**src/assert_macros.svh**
```systemverilog
// Assertion macros used by the top-level RTL file of the LED strip frame writer.
// Each macro expects signals named clk and rst_n in the scope where it is used.
`ifndef ASSERT_MACROS_SVH
`define ASSERT_MACROS_SVH

// The consequent holds in the same cycle as the antecedent.
`define ASSERT_SAME(lbl, ante, cons, msg) \
    lbl: assert property (@(posedge clk) disable iff (!rst_n) (ante) |-> (cons)) \
        else $error(msg);

// The consequent holds in the cycle after the antecedent.
`define ASSERT_NEXT(lbl, ante, cons, msg) \
    lbl: assert property (@(posedge clk) disable iff (!rst_n) (ante) |=> (cons)) \
        else $error(msg);

`endif

```
**src/lsfw_pkg.sv**
```systemverilog
// Shared types, constants and helpers for the LED strip frame writer.
// No dependencies; used by lsfw_cell, led_strip_frame_writer_top, frame_word_checker and tb.
package lsfw_pkg;

    localparam int LED_COUNT_DEF = 8;
    localparam int MASK_BITS     = 8;
    localparam int COLOUR_W      = 24;
    localparam int WORD_W        = 32;

    localparam logic [7:0]        LED_PREFIX = 8'hFF;
    localparam logic [WORD_W-1:0] START_WORD = '0;
    localparam logic [WORD_W-1:0] END_WORD   = '1;

    localparam logic CMD_SET     = 1'b0;
    localparam logic CMD_REFRESH = 1'b1;

    typedef struct packed {
        logic       command;
        logic [7:0] led_select;
        logic       no_refresh;
        logic [7:0] red;
        logic [7:0] green;
        logic [7:0] blue;
    } in_item_t;

    typedef struct packed {
        logic [WORD_W-1:0] frame_word;
        logic              last_word;
    } out_item_t;

    // Stored colour is {red, green, blue}; the wire order is prefix, blue, green, red.
    function automatic logic [WORD_W-1:0] make_led_word(input logic [COLOUR_W-1:0] colour);
        make_led_word = {LED_PREFIX, colour[7:0], colour[15:8], colour[23:16]};
    endfunction

endpackage

```
**src/lsfw_cell.sv**
```systemverilog
// One LED cell: holds a 24-bit colour and hands it to its neighbor on a shift.
// Depends on lsfw_pkg for the colour width.
module lsfw_cell (
    input  logic                               clk,
    input  logic                               rst_n,
    input  logic                               write_en,
    input  logic [lsfw_pkg::COLOUR_W-1:0]      write_colour,
    input  logic                               shift_en,
    input  logic [lsfw_pkg::COLOUR_W-1:0]      neighbor_colour,
    output logic [lsfw_pkg::COLOUR_W-1:0]      colour
);

    logic [lsfw_pkg::COLOUR_W-1:0] colour_reg;
    logic [lsfw_pkg::COLOUR_W-1:0] colour_next;

    always_comb
    begin
        colour_next = colour_reg;
        if (write_en)
        begin
            colour_next = write_colour;
        end
        else if (shift_en)
        begin
            colour_next = neighbor_colour;
        end
    end

    always_ff @(posedge clk or negedge rst_n)
    begin
        if (!rst_n)
        begin
            colour_reg <= '0;
        end
        else
        begin
            colour_reg <= colour_next;
        end
    end

    assign colour = colour_reg;

endmodule

```
**src/led_strip_frame_writer_top.sv**
```systemverilog
// Top level of the LED strip frame writer: command intake, cell ring and frame sequencer.
// Depends on lsfw_pkg, lsfw_cell and assert_macros.svh.
//
//  channel | direction | handshake              | payload
//  in      | input     | in_valid / in_ready    | in_data  (lsfw_pkg::in_item_t)
//  out     | output    | out_valid / out_ready  | out_data (lsfw_pkg::out_item_t)
//
// A command is taken only while the sequencer is idle; a frame then leaves as LED_COUNT + 2
// beats, one per cycle while out_ready stays high. The cell ring rotates one colour toward
// cell 0 for each LED word. A set without refresh sends no frame. Reset clears every colour
// and the sequencer. A stalled output beat holds the sequencer and the ring in place.
module led_strip_frame_writer_top #(
    parameter int LED_COUNT = lsfw_pkg::LED_COUNT_DEF
) (
    input  logic                clk,
    input  logic                rst_n,
    input  logic                in_valid,
    output logic                in_ready,
    input  lsfw_pkg::in_item_t  in_data,
    output logic                out_valid,
    input  logic                out_ready,
    output lsfw_pkg::out_item_t out_data
);

    localparam int CNT_W = (LED_COUNT > 1) ? $clog2(LED_COUNT) : 1;

    typedef enum logic [1:0] {
        ST_IDLE,
        ST_START,
        ST_LEDS,
        ST_END
    } state_t;

    state_t              state_reg;
    state_t              state_next;
    logic [CNT_W-1:0]    cnt_reg;
    logic [CNT_W-1:0]    cnt_next;
    logic                out_valid_reg;
    logic                out_valid_next;
    lsfw_pkg::out_item_t out_data_reg;
    lsfw_pkg::out_item_t out_data_next;

    logic in_accept;
    logic word_load;
    logic set_write;
    logic ring_shift;

    logic [lsfw_pkg::COLOUR_W-1:0] write_colour;
    logic [lsfw_pkg::COLOUR_W-1:0] cell_colour [LED_COUNT];

    assign in_ready   = (state_reg == ST_IDLE);
    assign in_accept  = in_valid && in_ready;
    assign set_write  = in_accept && (in_data.command == lsfw_pkg::CMD_SET);
    assign word_load  = (state_reg != ST_IDLE) && (!out_valid_reg || out_ready);
    assign ring_shift = word_load && (state_reg == ST_LEDS);

    assign write_colour = {in_data.red, in_data.green, in_data.blue};

    // Cell n takes its colour from cell n+1; the last cell closes the ring from cell 0,
    // so after LED_COUNT shifts every colour is back in its own cell.
    for (genvar i = 0; i < LED_COUNT; i++)
    begin : g_cell
        logic sel;

        if (i < lsfw_pkg::MASK_BITS)
        begin : g_mask
            assign sel = in_data.led_select[i];
        end
        else
        begin : g_nomask
            assign sel = 1'b0;
        end

        lsfw_cell u_cell (
            .clk             (clk),
            .rst_n           (rst_n),
            .write_en        (set_write && sel),
            .write_colour    (write_colour),
            .shift_en        (ring_shift),
            .neighbor_colour (cell_colour[(i + 1) % LED_COUNT]),
            .colour          (cell_colour[i])
        );
    end

    always_comb
    begin
        state_next     = state_reg;
        cnt_next       = cnt_reg;
        out_valid_next = out_valid_reg && !out_ready;
        out_data_next  = out_data_reg;

        case (state_reg)
            ST_IDLE:
            begin
                if (in_accept &&
                    ((in_data.command == lsfw_pkg::CMD_REFRESH) || !in_data.no_refresh))
                begin
                    state_next = ST_START;
                end
            end
            ST_START:
            begin
                if (word_load)
                begin
                    out_valid_next           = 1'b1;
                    out_data_next.frame_word = lsfw_pkg::START_WORD;
                    out_data_next.last_word  = 1'b0;
                    cnt_next                 = '0;
                    state_next               = ST_LEDS;
                end
            end
            ST_LEDS:
            begin
                if (word_load)
                begin
                    out_valid_next           = 1'b1;
                    out_data_next.frame_word = lsfw_pkg::make_led_word(cell_colour[0]);
                    out_data_next.last_word  = 1'b0;
                    cnt_next                 = cnt_reg + 1'b1;
                    if (cnt_reg == CNT_W'(LED_COUNT - 1))
                    begin
                        state_next = ST_END;
                    end
                end
            end
            ST_END:
            begin
                if (word_load)
                begin
                    out_valid_next           = 1'b1;
                    out_data_next.frame_word = lsfw_pkg::END_WORD;
                    out_data_next.last_word  = 1'b1;
                    state_next               = ST_IDLE;
                end
            end
            default:
            begin
                state_next = ST_IDLE;
            end
        endcase
    end

    always_ff @(posedge clk or negedge rst_n)
    begin
        if (!rst_n)
        begin
            state_reg     <= ST_IDLE;
            cnt_reg       <= '0;
            out_valid_reg <= 1'b0;
            out_data_reg  <= '0;
        end
        else
        begin
            state_reg     <= state_next;
            cnt_reg       <= cnt_next;
            out_valid_reg <= out_valid_next;
            out_data_reg  <= out_data_next;
        end
    end

    assign out_valid = out_valid_reg;
    assign out_data  = out_data_reg;

`include "assert_macros.svh"

    `ASSERT_SAME(a_cnt_range, state_reg == ST_LEDS, cnt_reg <= CNT_W'(LED_COUNT - 1),
                 "LED counter out of range")
    `ASSERT_NEXT(a_end_marked, word_load && state_reg == ST_END,
                 out_valid && out_data.last_word, "end word not marked last")
    `ASSERT_NEXT(a_frame_start, in_accept && in_data.command == lsfw_pkg::CMD_REFRESH,
                 state_reg == ST_START, "refresh did not start a frame")

endmodule

```
**config.mk**
```make
export PLATFORM = sky130hd
export DESIGN_NAME = led_strip_frame_writer_top
export DESIGN_NICKNAME = d
export VERILOG_FILES = /design/src/lsfw_pkg.sv /design/src/lsfw_cell.sv /design/src/led_strip_frame_writer_top.sv
export VERILOG_INCLUDE_DIRS = /design/src /design/src/src
export SDC_FILE = /design/constraint.sdc
export NUM_CORES = 1
export LEC_CHECK = 0
export ABC_AREA = 1
export BUFFER_PORTS_ARGS = -buffer_cell sky130_fd_sc_hd__buf_4
export CORE_AREA = 2 2 166 168
export DETAILED_ROUTE_END_ITERATION = 12
export DIE_AREA = 0 0 168 170
export GPL_ROUTABILITY_DRIVEN = 0
export SYNTH_ARGS = -nofsm -noshare
export SYNTH_HDL_FRONTEND = slang
export SYNTH_SLANG_ARGS = --single-unit
```
**constraint.sdc**
```tcl
create_clock -name clk -period 3.9 [get_ports clk]
set_input_delay 0.585 -clock clk [delete_from_list [all_inputs] [get_ports clk]]
set_output_delay 0.585 -clock clk [all_outputs]
set_load 0.005 [all_outputs]
```
# Yosys cells after proc, flatten, opt, wreduce, memory -nomap -nowiden
# Index checks and enable logic that the tools add are counted.
dict set report classes {
  add_sub_neg 1
  multipliers 0
  n_div 0
  order_cmp 0
  n_eq_ne 9
  n_shift 0
  n_mux 31
  bitwise 1
  n_reduce_logical 35
}
# op n
set ops {}
lappend ops {{$mux 24} 16}
lappend ops {{$mux 33} 3}
lappend ops {{$pmux 33 s3} 1}
lappend ops {{$reduce_bool 2->1} 10}
lappend ops {{$logic_and 1x1->1} 14}
lappend ops {{$mux 2} 5}
lappend ops {{$pmux 2 s4} 1}
lappend ops {{$mux 3} 2}
lappend ops {{$ne 2x2->1 const B} 3}
lappend ops {{$pmux 3 s2} 1}
lappend ops {{$reduce_and 5->1} 1}
lappend ops {{$eq 2x2->1 const B} 2}
lappend ops {{$ne 2x1->1 const B} 2}
lappend ops {{$reduce_and 4->1} 1}
lappend ops {{$add 3x1->3 const B} 1}
lappend ops {{$eq 3x3->1 const B} 1}
lappend ops {{$logic_not 1->1} 3}
lappend ops {{$reduce_and 3->1} 1}
lappend ops {{$reduce_bool 3->1} 1}
lappend ops {{$reduce_or 3->1} 1}
lappend ops {{$eq 2x1->1 const B} 1}
lappend ops {{$logic_not 2->1} 1}
lappend ops {{$logic_or 1x1->1} 2}
lappend ops {{$mux 1} 2}
lappend ops {{$not 1->1} 1}
dict set report totals {
  reg_bits 231
  latchBits 0
  ramBits 0
  mem_bits_ro 0
  out_inout_bits 35
  word_cells 90
  n_memories 0
}

# Depth between registers and ports, before layout
# Gate-level depths: netlist of the first run.
dict set report depth {
  word_depth 6
  depth_mapped 10
  ltp_nobuf 9
}

# By module
# A second synthesis of the first run with hierarchy kept.
dict set report unflattened {
  hier_cells 1242
  area_unflattened_um2 10657.7
}
# module instances cells_each area_per_inst_um2 seq_area_each_um2
set modules_own_cells {}
lappend modules_own_cells {lsfw_cell 8 132 1133.6 600.6}
lappend modules_own_cells {led_strip_frame_writer_top 1 186 1589.0 800.8}

# Worst setup path after synthesis of the first run
# OpenSTA, ideal clock, no wires.
dict set report synth_timing {
  path_kind {flip-flop to flip-flop}
  from {register state_reg[0]}
  to {register g_cell[0].u_cell.colour_reg (netlist bit g_cell[0].u_cell.colour[14])}
  setup_time_ps 117
  t_arrival_ps 1696
  setup_slack_ps 2087
  stages_incl_launch_ff 11
  period_less_slack_ps 1813
  path_cell_list {dfrtp_1 > inv_1 > ha_1 > nand2_2 > nor2_4 > buf_4 > buf_4 > buf_4 > nand3_1 > nand3_1 > nand2_1}
}
dict set report synth_between {
  elab_chain_cells 5
  elab_cells_between_ends 10
}
# item line
set synth_lines {}
lappend synth_lines {{start: declaration} led_strip_frame_writer_top.sv:34} ;# state_t state_reg;
lappend synth_lines {{start signal: assignment} led_strip_frame_writer_top.sv:154} ;# state_reg <= state_next;
lappend synth_lines {{$logic_not 2->1 (*)} led_strip_frame_writer_top.sv:51} ;# assign in_ready = (state_reg == ST_IDLE);
lappend synth_lines {{net in_ready} led_strip_frame_writer_top.sv:18} ;# output logic in_ready,
lappend synth_lines {{$logic_and 1x1->1 (*)} led_strip_frame_writer_top.sv:52} ;# assign in_accept = in_valid && in_ready;
lappend synth_lines {{$logic_and 1x1->1 (*)} led_strip_frame_writer_top.sv:53} ;# assign set_write = in_accept && (in_data.command == lsfw_pkg::CMD_SET);
lappend synth_lines {{$logic_and 1x1->1 (*)} led_strip_frame_writer_top.sv:77} ;# .write_en (set_write && sel),
lappend synth_lines {{$mux 24 or $reduce_bool 2->1 (tied branches)} -}
lappend synth_lines {{end signal: assignment} lsfw_cell.sv:37} ;# colour_reg <= colour_next;
lappend synth_lines {{end: declaration} lsfw_cell.sv:13} ;# logic [lsfw_pkg::COLOUR_W-1:0] colour_reg;
# The timed path passes the listed nets; every way through them passes the cells marked *.
# A chain may end at the register's enable or synchronous reset.

# Final worst setup path of the first run
dict set report layout_timing {
  from {register state_reg[0]}
  to {register g_cell[4].u_cell.colour_reg (netlist bit g_cell[4].u_cell.colour[13])}
}
dict set report layout_between {
  elab_chain_cells 5
  elab_cells_between_ends 10
}
# item line
set layout_lines {}
lappend layout_lines {{$logic_not 2->1} led_strip_frame_writer_top.sv:51}
lappend layout_lines {{$logic_and 1x1->1} led_strip_frame_writer_top.sv:52}
lappend layout_lines {{$logic_and 1x1->1} led_strip_frame_writer_top.sv:53}
lappend layout_lines {{$logic_and 1x1->1} led_strip_frame_writer_top.sv:77}
lappend layout_lines {{$mux 24 or $reduce_bool 2->1 (tied branches)} -}
lappend layout_lines {{end signal: assignment} lsfw_cell.sv:37}
lappend layout_lines {{end: declaration} lsfw_cell.sv:13}
# Parallel ways exist; a longest one is shown, timed or not.

==> out/qor.yml, run 1 <==
synth:
  yosysWarnings: 0
  synth-seq-area-share_pct: 47.3
  synth-seq-cells: 224
  avgSynthCellArea_sq_um: 7.13
  synth_area_sq_mm: 0.0119
  syn_nets: 1708
  syn_inst: 1662
  synth_cell_type_count: 19
critical_path:
  path_cells: "inv_1, ha_1, nand2_2, nor2_4, buf_12, nand2_1, nand2_2, inv_2, nand2_1, nand2_1"
  cp-start-kind: "flip-flop"
  worstSetupPathType: "reg -> reg"
  crit_path_max_fanout: 104
  end_kind: "flip-flop"
  worstReg2RegEnd: "g_cell[4].u_cell.colour[13]"
  cp_slowest_cell: "nand2_2"
  cp.required_ns: 4.30
  worstRegToRegCells: 10
  crit_family: "simple AND/OR/NAND/NOR gates"
  cp-endpoint: "g_cell[4].u_cell.colour[13]"
  crit_arrival_ns: 3.33
  regToRegStartpoint: "state_reg[0]"
  startpoint: "state_reg[0]"
  cp_common_cell: "nand2_1"
  crit_cells: 10
  path_buf_inv: 3
  slowest_delay_ns: 0.44
  reg2reg_setup_slack_ns: 0.97
route:
  routed_wl_microns: 32000
  drc_errors: 0
  via_count: 10170
  drtIter0Drc: 890
  dr.pass1.iters: 5
  vias_per_cell: 5.01
  routedWlPerCell_microns: 15.8
  drt.antenna.violating_nets: 0
grt:
  antenna_found_initial: 0
  grt_usage_pct: 22.8
  grt_start_max_net_pins: 114
  overflow: 0
  grt_pass1_vias: 9478
  grt_pass1_wl_microns: 52800
cts:
  post_cts_buffers: 0
  clock-sinks: 224
  clkSlewWorstSetupHoldPaths_ns: 0.06
  htree_levels: 1
  worstSkewPairLatency_ns: 0.52
  hold_buffers: 0
  max-clock-path-buffers: 3
  tritoncts: "done"
  post_cts_resized: 0
  numCtsBuffers: 26
  root_buffer: "clkbuf_16"
timing:
  rsz0062_at_grt: "false"
  layout_min_cycle_time_ns: 2.93
  finalHoldViolCount: 0
  fin_tns_setup_ns: 0
  setup_viol: 0
  tightest_slew_ns: 1.07
  relSlewSlack_pct: 28.8
  skew_ns: 0.00772
  timing.final.crit_share_pct: 75.1
  holdWs_ns: 0.102
  fmax_ghz: 0.341
  slew_violations: 0
min_path:
  min_path_type: "in -> async"
cells_and_area:
  syn_to_final_growth_pct: 11.6
  drive_gt1_share_pct: 8.83
  fin_util_pct: 49.6
  finalNetCount: 1713
  diodes: 0
  fillers: 2733
  largest_reg_flops: 192
place:
  port_buffers: 72
  dp_hpwl_microns: 20600
die:
  die_h_microns: 170
  initial_core_util_pct: 44.5
  die_w_microns: 168
  die_area_sq_mm: 0.0286
  std_cell_rows: 60
  core_sq_mm: 0.0267
  ios: 73
flow_run:
  drv_cap: 0
status:
  status: "complete, no violations"
pwr:
  power_density_mw_per_mm2: 746
  power_leakage_nw: 7.55
  ir_drop_v: 0.000341
==> area by class of cell <==
type | count | area, sq um | area share (%)
sequential | 224 | 5610 | 42.4
multi-input combinational | 1097 | 4760 | 36.0
clock buffer | 44 | 840 | 6.35
clock inverter | 4 | 45.0 | 0.341
inverter | 233 | 875 | 6.61
timing repair buffer | 85 | 671 | 5.07
tap | 341 | 427 | 3.23
==> per-stage QoR <==
stage | worst slack [ns] | total power [W] | instance area, sq um | cells
6_report | 0.972 | 0.00986 | 13200 | 2028
5_1_grt | 0.741 | 0.0107 | 13200 | 2028
4_1_cts | 0.975 | 0.00992 | 13200 | 2028
3_5_place_dp | 1.01 | 0.00739 | 12300 | 1980
3_3_place_gp | 1.09 | 0.00733 | 12300 | 1980
2_1_floorplan | 2.09 | 0.00652 | 11900 | 1662
==> Yosys cell counts <==
master      n  area [sq um]
a21oi_1     3          15.0
ha_1        8           100
buf_2      32           160
o21ai_1     1          5.00
nand3_1   386          1930
o21ai_0    30           150
nor2_4      1          11.3
inv_2       9          33.8
nor2_1     23          86.3
nand3_2     1          10.0
buf_4      33           248
dfrtp_1   224          5610
nand2_2     9          56.3
nor3_1      1          5.00
nand2_1   632          2370
clkbuf_1   37           139
or2_2       2          12.5
buf_6       6          67.6
inv_1     224           841
==> layout by cell type (no fill, tap or decap) <==
master	netlist	layout
a21oi_1	3	3
buf_12	0	2
buf_4	33	82
buf_8	0	1
bufinv_16	0	1
clkbuf_1	37	7
clkbuf_16	0	27
clkbuf_8	0	10
clkinv_2	0	3
dfrtp_1	224	224
ha_1	8	8
inv_1	224	224
inv_2	9	9
nand2_1	632	632
nand2_2	9	9
nand3_1	386	386
nand3_2	1	1
nor2_1	23	23
nor2_4	1	1
nor3_1	1	1
o21ai_0	30	30
o21ai_2	0	1
or2_2	2	2
==> routing by layer <==
metal	GRT usage (%)	vias to the layer above	wire [microns]
met5	0	-	0
met4	4.50	0	489
met3	2.37	38	1540
met2	33.8	240	13400
met1	36.1	4750	16500
li1	-	5142	-
==> kinds of logic after synthesis <==
logic type	share of synthesized area, %
compound gates	1.44
fa+ha+maj	0.845
buf+inv	12.6
flops	47.3
simple gates	37.9
==> how the worst min path moves through the flow <==
stage                                 from                     endpoint  cells after the start
2_1_floorplan                        rst_n                   cnt_reg[0]                      0
6_report                             rst_n                   cnt_reg[2]                      1
5_1_grt                              rst_n                    out_valid                      1
4_1_cts                              rst_n                   cnt_reg[1]                      1
3_5_place_dp   g_cell[6].u_cell.colour[13]  g_cell[6].u_cell.colour[13]                      2
3_3_place_gp    g_cell[4].u_cell.colour[1]   g_cell[4].u_cell.colour[1]                      2
==> power by group <==
part | switching [W] | internal [W] | total (W)
sequential | 0.000567 | 0.00329 | 0.00386
combinational | 0.00229 | 0.00122 | 0.00351
clock | 0.000973 | 0.00152 | 0.00249
total | 0.00383 | 0.00603 | 0.00986
No activity file was read; power rests on OpenSTA's default activity.
==> inputs of run 2 (changes only) <==
--- a/config.mk
+++ b/config.mk
@@ -6,11 +6,11 @@
 export SDC_FILE = /design/constraint.sdc
 export NUM_CORES = 1
 export LEC_CHECK = 0
-export ABC_AREA = 1
+export ABC_AREA = 0
 export BUFFER_PORTS_ARGS = -buffer_cell sky130_fd_sc_hd__buf_4
-export CORE_AREA = 2 2 166 168
+export CORE_AREA = 2 2 156 158
 export DETAILED_ROUTE_END_ITERATION = 12
-export DIE_AREA = 0 0 168 170
+export DIE_AREA = 0 0 158 160
 export GPL_ROUTABILITY_DRIVEN = 0
 export SYNTH_ARGS = -nofsm -noshare
 export SYNTH_HDL_FRONTEND = slang
==> constraint.sdc (replaced) <==
create_clock -name clk -period 2.5 [get_ports clk]
set_input_delay 0.375 -clock clk [delete_from_list [all_inputs] [get_ports clk]]
set_output_delay 0.375 -clock clk [all_outputs]
set_load 0.005 [all_outputs]
==> run 2 against run 1 <==
Net effect: power grew 61%; via count shrank 32%; worst setup slack lost 0.73 ns; utilization grew 0.40 points; global-route usage shrank 4.3 points; clock power grew 40%; register-to-register slack lost 0.73 ns; sequential power grew 72%; count of clock-buffer cells in the layout shrank 7; non-clock buffer count grew 15; hold slack gained 0.078 ns; flip-flop and latch count is the same; largest power group unchanged; highest routed layer unchanged.
==> out/qor.yml, run 2 <==
route:
  drc_errors: 0  # unchanged
  dr.pass1.iters: 5  # unchanged
  routed_wl_microns: 22700  # was 32,000 microns
  vias_per_cell: 5.12  # was 5.01
  via_count: 6956  # was 10,170
  drt.antenna.violating_nets: 0  # unchanged
  drtIter0Drc: 366  # was 890
  routedWlPerCell_microns: 16.7  # was 15.8 microns
cts:
  tritoncts: "done"  # unchanged
  htree_levels: 1  # unchanged
  worstSkewPairLatency_ns: 0.51  # was 0.52 ns
  numCtsBuffers: 25  # was 26
  root_buffer: "clkbuf_16"  # unchanged
  clkSlewWorstSetupHoldPaths_ns: 0.06  # about the same
  clock-sinks: 224  # unchanged
  post_cts_buffers: 0  # unchanged
  max-clock-path-buffers: 3  # unchanged
critical_path:
  path_buf_inv: 2  # was 3
  crit_family: "simple AND/OR/NAND/NOR gates"  # unchanged
  end_kind: "flip-flop"  # unchanged
  cp.required_ns: 2.87  # was 4.30 ns
  crit_path_max_fanout: 48  # was 104
  cp_slowest_cell: "and3b_1"  # was nand2_2
  slowest_delay_ns: 0.58  # was 0.44 ns
  crit_arrival_ns: 2.63  # was 3.33 ns
  path_cells: "inv_1, ha_1, and3b_1, nand2_1, buf_4, nor2_1, a21oi_1"  # was inv_1, ha_1, nand2_2, nor2_4, buf_12, nand2_1, nand2_2, inv_2, nand2_1, nand2_1
  worstSetupPathType: "reg -> reg"  # unchanged
  cp-start-kind: "flip-flop"  # unchanged
  reg2reg_setup_slack_ns: 0.24  # was 0.97 ns
pwr:
  ir_drop_v: 0.000466  # was 0.000341 V
  power_leakage_nw: 6.03  # was 7.55 nW
  power_density_mw_per_mm2: 1340  # was 746 mW/mm^2
  total_power_w: 0.0159  # was 0.00986 W
synth:
  synth_cell_type_count: 30  # was 19
  synth_edf_count: 0  # unchanged
  synth_area_leaders: "dfrtp_1 54%, mux2i_1 19%, a21oi_1 9.4%"  # was dfrtp_1 47%, nand2_1 20%, nand3_1 16%
  synth-seq-area-share_pct: 53.8  # was 47.3%
  synth_top_area_cell: "dfrtp_1"  # unchanged
  synth.top_cells.by_count: "224 x dfrtp_1, 215 x nor2_1, 195 x a21oi_1, 195 x mux2i_1, 27 x buf_1"  # was 632 x nand2_1, 386 x nand3_1, 224 x dfrtp_1, 224 x inv_1, 37 x clkbuf_1
  yosysTopAreaCellShare_pct: 53.8  # was 47.3%
  synthFlopType: "dfrtp_1"  # unchanged
  syn_nets: 1039  # was 1,708
  synth_area_sq_mm: 0.0104  # was 0.0119 sq mm
  synth-async-reset-ratio_pct: 100  # unchanged
  avgSynthCellArea_sq_um: 10.5  # was 7.13 sq um
  yosysWarnings: 0  # unchanged
  yosysMostFrequentCell: "dfrtp_1"  # was nand2_1
  synth-seq-cells: 224  # unchanged
  syn_inst: 993  # was 1,662
cells_and_area:
  syn_to_final_growth_pct: 14.3  # was 11.6%
  fin_util_pct: 50.0  # was 49.6%
  drive_gt1_share_pct: 14.1  # was 8.83%
  layout_common_cells: "224 x dfrtp_1, 215 x nor2_1, 195 x mux2i_1, 195 x a21oi_1, 90 x buf_4"  # was 632 x nand2_1, 386 x nand3_1, 224 x inv_1, 224 x dfrtp_1, 82 x buf_4
  diodes: 0  # unchanged
  final_common_cell: "dfrtp_1"  # was nand2_1
  finalNetCount: 1066  # was 1,713
  largest_reg_flops: 192  # unchanged
grt:
  grt_start_max_net_pins: 68  # was 114
  top_usage_layer: "met2"  # was met1
  antenna_found_initial: 0  # unchanged
  met3_usage_pct: 2.39  # was 2.37%
  grt_pass1_wl_microns: 37300  # was 52,800 microns
  grt_pass1_vias: 6848  # was 9,478
  overflow: 0  # unchanged
  use_met2_pct: 28.9  # was 33.8%
  grt_usage_pct: 18.5  # was 22.8%
  met1_usage_pct: 27.8  # was 36.1%
timing:
  relSlewSlack_pct: 32.0  # was 28.8%
  timing.final.ws_setup_ns: 0.240  # was 0.972 ns
  tightest_slew_ns: 1.02  # was 1.07 ns
  fmax_ghz: 0.443  # was 0.341 GHz
  fin_tns_setup_ns: 0  # unchanged
  rsz0062_at_grt: "false"  # unchanged
  timing.final.crit_share_pct: 90.4  # was 75.1%
  layout_min_cycle_time_ns: 2.26  # was 2.93 ns
  setup_viol: 0  # unchanged
  finalHoldViolCount: 0  # unchanged
  skew_ns: 0.0112  # was 0.00772 ns
  slew_violations: 0  # unchanged
  holdWs_ns: 0.181  # was 0.102 ns
die:
  die_w_microns: 158  # was 168 microns
  core_sq_mm: 0.0238  # was 0.0267 sq mm
  die_h_microns: 160  # was 170 microns
  initial_core_util_pct: 43.8  # was 44.5%
  die_area_sq_mm: 0.0253  # was 0.0286 sq mm
  std_cell_rows: 57  # was 60
  ios: 73  # unchanged
min_path:
  min_path_type: "in -> reg"  # was in -> async
status:
  status: "complete, no violations"  # unchanged
place:
  dp_hpwl_microns: 13700  # was 20,600 microns
  port_buffers: 72  # unchanged
  dpl_worst_slack_ns: 0.250  # was 1.01 ns
flow_run:
  drv_cap: 0  # unchanged
## run 2: changes by cell type after synthesis, sizes merged, moves of 3 or more
cell     delta
inv       -227
o21ai      -28
o2bb2ai    +22
mux2        +3
nand3     -387
nor2      +191
mux2i     +195
clkbuf     -10
nand2     -630
a21oi     +192
## run 2: metrics by stage
step / area (sq um) / instances
2_1_floorplan: 10400 / 993
3_3_place_gp: 11100 / 1316
3_5_place_dp: 11100 / 1316
4_1_cts: 11900 / 1358
5_1_grt: 11900 / 1358
6_report: 11900 / 1358
## run 2: power breakdown
part	total (W)	internal [W]	switching, W
Clock	0.00349	0.00210	0.00139
Sequential	0.00663	0.00554	0.00109
Combinational	0.00579	0.00302	0.00277
Total	0.0159	0.0107	0.00525
## run 2: final timing paths
check                              from  depth (start not counted)                          end
max in group asynchronous         rst_n                          3  g_cell[5].u_cell.colour[12]
max reg2reg                state_reg[0]                          7  g_cell[4].u_cell.colour[14]
min                          in_data[4]                          3   g_cell[0].u_cell.colour[4]
min reg2reg                out_data[22]                          1                 out_data[22]
max                        state_reg[0]                          7  g_cell[4].u_cell.colour[14]
min in group asynchronous         rst_n                          2  g_cell[2].u_cell.colour[23]
## run 2: final cells by class
class                      count  area (sq um)
clock buffer                  37           731
clock inverter                 4          48.8
fill                        2228         11900
inverter                       6          22.5
multi-input combinational    663          4240
sequential                   224          5610
tap                          324           405
timing repair buffer         100           861
## run 2: timing repair
action	4_1_cts	5_1_grt
hold buffers	1	0
resized for setup	0	0
endpoints found under the hold margin	62	0
## run 2: worst min-delay path, delay by kind of cell
family          cells  cell delay, ns
compound gates      1            0.04
buf+inv             1            0.14
simple gates        1            0.10
## run 2: logic make-up (layout without fill, tap and decap cells)
| family | count (synthesis) | in the layout | share of synthesized area [%] |
|---|---|---|---|
| buffers and inverters | 106 | 147 | 5.84 |
| AOI/OAI and AO/OA | 224 | 224 | 11.7 |
| and+or+nand+nor | 233 | 233 | 8.68 |
| muxes | 198 | 198 | 19.0 |
| adders and majority gates | 8 | 8 | 0.960 |
| DFF | 224 | 224 | 53.8 |
## run 2: routing by layer
layer	share of wire (%)	wire length (microns)	vias to the layer above
met5	0	0	-
met4	1.5	350	0
met3	3.5	787	31
met2	47	10700	115
met1	48	10800	3366
li1	-	-	3444
